## config.mk

```make
export PLATFORM = sky130hd
export DESIGN_NAME = sacl_scan
export DESIGN_NICKNAME = d
export VERILOG_FILES = /design/src/rtl/sacl_pkg.sv /design/src/rtl/sacl_scan.sv
export SDC_FILE = /design/constraint.sdc
export NUM_CORES = 1
export LEC_CHECK = 0
export BUFFER_PORTS_ARGS = -buffer_cell sky130_fd_sc_hd__buf_4
export CORE_ASPECT_RATIO = 0.6
export CORE_MARGIN = 2
export CORE_UTILIZATION = 42
export DETAILED_ROUTE_END_ITERATION = 12
export GPL_ROUTABILITY_DRIVEN = 0
export PLACE_DENSITY_LB_ADDON = 0.25
export SETUP_SLACK_MARGIN = 0.02
export SLEW_MARGIN = 0
export SYNTH_ARGS = -nofsm -noshare
export SYNTH_HDL_FRONTEND = slang
export SYNTH_SLANG_ARGS = --single-unit
```

## constraint.sdc

```tcl
create_clock -name clk -period 5.74 [get_ports clk]
set_input_delay 1.148 -clock clk [delete_from_list [all_inputs] [get_ports clk]]
set_output_delay 1.148 -clock clk [all_outputs]
set_load 0.005 [all_outputs]
```

## src/rtl/sacl_pkg.sv

```systemverilog
// ----------------------------------------------------------------------------
// sacl_pkg: shared types and constants for the cache tag lookup core
// Entry layout, register indexes, channel widths and sequencer states.
// ----------------------------------------------------------------------------
package sacl_pkg;

  localparam int ADDR_W     = 32;
  localparam int TAG_W      = 32;
  localparam int CNT_W      = 32;
  localparam int SET_OUT_W  = 8;
  localparam int CFG_IDX_W  = 8;
  localparam int CFG_DATA_W = 32;

  localparam logic [CNT_W-1:0] CNT_MAX = '1;

  localparam logic [CFG_IDX_W-1:0] REG_OFFSET_BITS = 8'd0;
  localparam logic [CFG_IDX_W-1:0] REG_LINE_BITS   = 8'd1;
  localparam logic [CFG_IDX_W-1:0] REG_WAY_BITS    = 8'd2;
  localparam logic [CFG_IDX_W-1:0] REG_POLICY_LRU  = 8'd3;

  localparam logic [4:0] RST_OFFSET_BITS = 5'd4;
  localparam logic [3:0] RST_LINE_BITS   = 4'd8;
  localparam logic [3:0] RST_WAY_BITS    = 4'd0;
  localparam logic       RST_POLICY_LRU  = 1'b0;

  typedef enum logic [2:0] {
    ST_CLEAR,
    ST_IDLE,
    ST_SCAN,
    ST_DRAIN,
    ST_DONE
  } state_t;

  typedef struct packed {
    logic             valid;
    logic [TAG_W-1:0] tag;
    logic [CNT_W-1:0] stamp;
  } entry_t;

  typedef struct packed {
    logic start;
    logic sample;
  } scan_ctl_t;

  typedef struct packed {
    logic hit;
    logic free;
  } scan_res_t;

  function automatic logic [CNT_W-1:0] sat_inc(input logic [CNT_W-1:0] v);
    return (v == CNT_MAX) ? v : v + {{(CNT_W-1){1'b0}}, 1'b1};
  endfunction

endpackage

```

## src/rtl/sacl_scan.sv

```systemverilog
// ----------------------------------------------------------------------------
// sacl_scan: per-way compare unit of the tag lookup
// Takes one way entry per cycle while sample is set and tracks first match,
// first free way and the way with the oldest stamp (lowest index on a tie).
// ----------------------------------------------------------------------------
module sacl_scan #(
  parameter int IDX_W = 8
) (
  input  logic                       clk,
  input  logic                       rst,
  input  sacl_pkg::scan_ctl_t        ctl,
  input  logic [IDX_W-1:0]           way,
  input  sacl_pkg::entry_t           entry,
  input  logic [sacl_pkg::TAG_W-1:0] tag,
  output sacl_pkg::scan_res_t        res,
  output logic [IDX_W-1:0]           hit_way,
  output logic [IDX_W-1:0]           free_way,
  output logic [IDX_W-1:0]           min_way,
  output logic [sacl_pkg::TAG_W-1:0] min_tag
);

  logic [sacl_pkg::CNT_W-1:0] min_stamp;

  always_ff @(posedge clk) begin
    if (rst) begin
      res <= '0;
    end else if (ctl.start) begin
      res <= '0;
    end else if (ctl.sample) begin
      if (entry.valid && (entry.tag == tag) && !res.hit) begin
        res.hit <= 1'b1;
      end
      if (!entry.valid && !res.free) begin
        res.free <= 1'b1;
      end
    end
  end

  always_ff @(posedge clk) begin
    if (ctl.sample) begin
      if (entry.valid && (entry.tag == tag) && !res.hit) begin
        hit_way <= way;
      end
      if (!entry.valid && !res.free) begin
        free_way <= way;
      end
      if ((way == '0) || (entry.stamp < min_stamp)) begin
        min_stamp <= entry.stamp;
        min_way   <= way;
        min_tag   <= entry.tag;
      end
    end
  end

endmodule

```

==> flow_summary_export.csv <==
group,metric,value,unit
final_layout,area_growth,43.8,%
power,leakagePower,2.46,nW
timing,min_period,3760,ps
yosys,synth-seq-area-share,0.686,
grt,grt_antenna_before_repair,0,
setup_path,cp_max_fo,55,
cts,clk_pin_slew,60,ps
timing,setup_viol,0,
detailed_routing,wirelength,8.78,mm
yosys,syn-num-nets,394,
floorplan,die_area,10100,µm²
yosys,syn_avg_cell_area,15.4,µm²
yosys,synth_ff_type,"edfxtp_1",
setup_path,startpoint,"entry[14]",
timing,worstMarginPinSlew,903,ps
power,power,1.58,mW
setup_path,rrSetupSlack,2560,ps
yosys,synth_cells,254,
detailed_routing,vias,2661,
grt,grt_max_degree,56,
cts,post_cts_buffers,0,
yosys,ys_types,29,
setup_path,worstSetupEndpointType,"register",
timing,timing.fmax,266,MHz
setup_path,critPathKind,"in2reg",
detailed_routing,wl_per_cell,15.9,µm
yosys,synth_edf_count,88,
cts,cts.sinks,90,
yosys,ys_ff_latch,90,
floorplan,initial_core_util,0.429,
status,status,"complete, no violations",
final_layout,finalNetCount,572,
cts,ctsHoldBuffers,0,
hold_path,hold_class,"reg2reg",
placement,place_ws,1680,ps
setup_path,timing.rr.end,"min_stamp[24]",
placement,port_buffers,166,
floorplan,num_rows,27,
timing,finalHoldViolations,0,
power,irDropWorstVdd,0.155,mV
cts,h-tree-depth,3,
flow_run,drv_cap,0,
cts,cts_tree,"done",
setup_path,worstRegToRegCells,8,
cts,cts_root_buf,"clkbuf_16",
grt,grt_pass1_vias,2690,
hold_path,hold_depth,1,
timing,hold_slack,507,ps
grt,gr-usage-all-layers,0.182,
hold_path,hold_path_end,"res[1]",
setup_path,worstPathRequired,5700,ps
timing,period_share,0.655,
final_layout,diodes,0,
timing,slew_violations,0,
floorplan,die_x,129,µm
detailed_routing,via_per_inst,4.81,
detailed_routing,ant_nets,0,
timing,setup_slack,1980,ps
cts,cts_buffers,9,
cts,cts_resized,0,
final_layout,fin_util,0.617,
setup_path,startpoint_type,"input pin",
cts,clock_latency,330,ps
yosys,ys.warnings.count,0,
grt,grt_pass1_wl,13.7,mm
final_layout,drive_gt1_frac,0.426,
floorplan,pin_count,167,
floorplan,core_area,9120,µm²
placement,dp_hpwl,6.73,mm
grt,gr-total-overflow,0,
cts,cts_max_path_buffers,2,
timing,worst_clock_skew,6.71,ps
setup_path,reg2reg_from,"min_stamp[14]",
floorplan,die_h,78.8,µm
detailed_routing,first_pass_iters,4,
timing,tns,0,ps
yosys,syn_area,3910,µm²
detailed_routing,drcViolationCount,0,
setup_path,cp.arrival,3730,ps
hold_path,hp-start,"res[1]",
yosys,synth-async-reset-ratio,0,
power,power.density,281,nW/µm²
timing,rsz0062_at_grt,"false",
timing,slew_headroom,0.396,
detailed_routing,drtIter0Drc,136,
## through the flow
stage / instance area, µm² / cells
after global placement: 5330 / 537
after CTS: 5630 / 553
final: 5630 / 553
after detailed placement: 5330 / 537
after global routing: 5630 / 553
after floorplan: 3910 / 254
## registers in the layout, summed over array words and instances (netlist names)
signal / flops
min_way: 8
res: 2
hit_way: 8
min_tag: 32
min_stamp: 32
free_way: 8
## metal layers
layer	vias to the layer above	GRT usage	wire, µm
met5	-	0	0
met4	0	0.0641	178
met3	18	0.0728	655
met2	98	0.287	4040
met1	1249	0.230	3910
li1	1296	-	-
## synthesized netlist by cell type (2+ instances only)
library cell	number	share of area
nand4_1	5	0.0080
inv_1	33	0.032
nor3_1	4	0.0051
nor4_1	8	0.013
dfxtp_1	2	0.010
o21ai_0	3	0.0038
o21a_1	4	0.0077
a21oi_1	10	0.013
a221oi_1	2	0.0045
edfxtp_1	88	0.68
xnor2_1	3	0.0067
nor2_1	3	0.0029
o2111ai_1	2	0.0045
nand3_1	3	0.0038
a21o_1	2	0.0038
ha_1	31	0.099
nand2_1	10	0.0096
and4_1	2	0.0045
xor2_1	29	0.065
## area by class of cell
class | count | area (µm²)
well taps | 116 | 145
clock inverters | 4 | 52.6
flip-flops and latches | 90 | 2680
fillers | 734 | 3490
inverters | 33 | 124
repair buffers | 167 | 1250
multi-input cells | 131 | 1120
clock buffers | 12 | 246
## cell usage in the layout (no fill, tap or decap), types with 2 or more instances in the layout
cell type    n
nor2_1       3
nand3_1      3
edfxtp_1    88
and4_1       2
o21ai_0      3
clkinv_4     2
nor4_1       8
nand4_1      5
xnor2_1      3
xor2_1      29
inv_1       33
o2111ai_1    2
buf_4      167
clkbuf_16    9
clkbuf_1     2
o21a_1       4
ha_1        31
a21o_1       2
dfxtp_1      2
nor3_1       4
a21oi_1     10
a221oi_1     2
nand2_1     10
## critical path: stages
cell	delay, ps
buf_4	110
ha_1	320
nand4_1	120
nor3_1	90
a221oi_1	300
o211ai_1	220
a41oi_4	650
buf_4	700
## how the worst max path moves through the flow
stage               endpoint  cells after the start
6_report       min_stamp[24]                      8
5_1_grt        min_stamp[24]                      8
3_3_place_gp   min_stamp[26]                      8
3_5_place_dp   min_stamp[24]                      8
2_1_floorplan   min_stamp[0]                      6
4_1_cts        min_stamp[24]                      8
## kinds of logic (layout without fill, tap and decap cells)
kind of cell             after synthesis  in the layout  synth area share
AO/OA/AOI/OAI                         27             27            0.0524
XOR/XNOR                              32             32            0.0716
adder cells (fa/ha/maj)               31             31            0.0991
buffers and inverters                 33            216            0.0317
flip-flops                            90             90             0.686
AND/OR/NAND/NOR                       41             41            0.0595
## power by group
| group | internal [mW] | switching [mW] | total, mW |
|---|---|---|---|
| clock | 0.350 | 0.234 | 0.585 |
| combinational | 0.114 | 0.101 | 0.214 |
| sequential | 0.773 | 0.0105 | 0.784 |
Power figures use the tool's default switching activity.
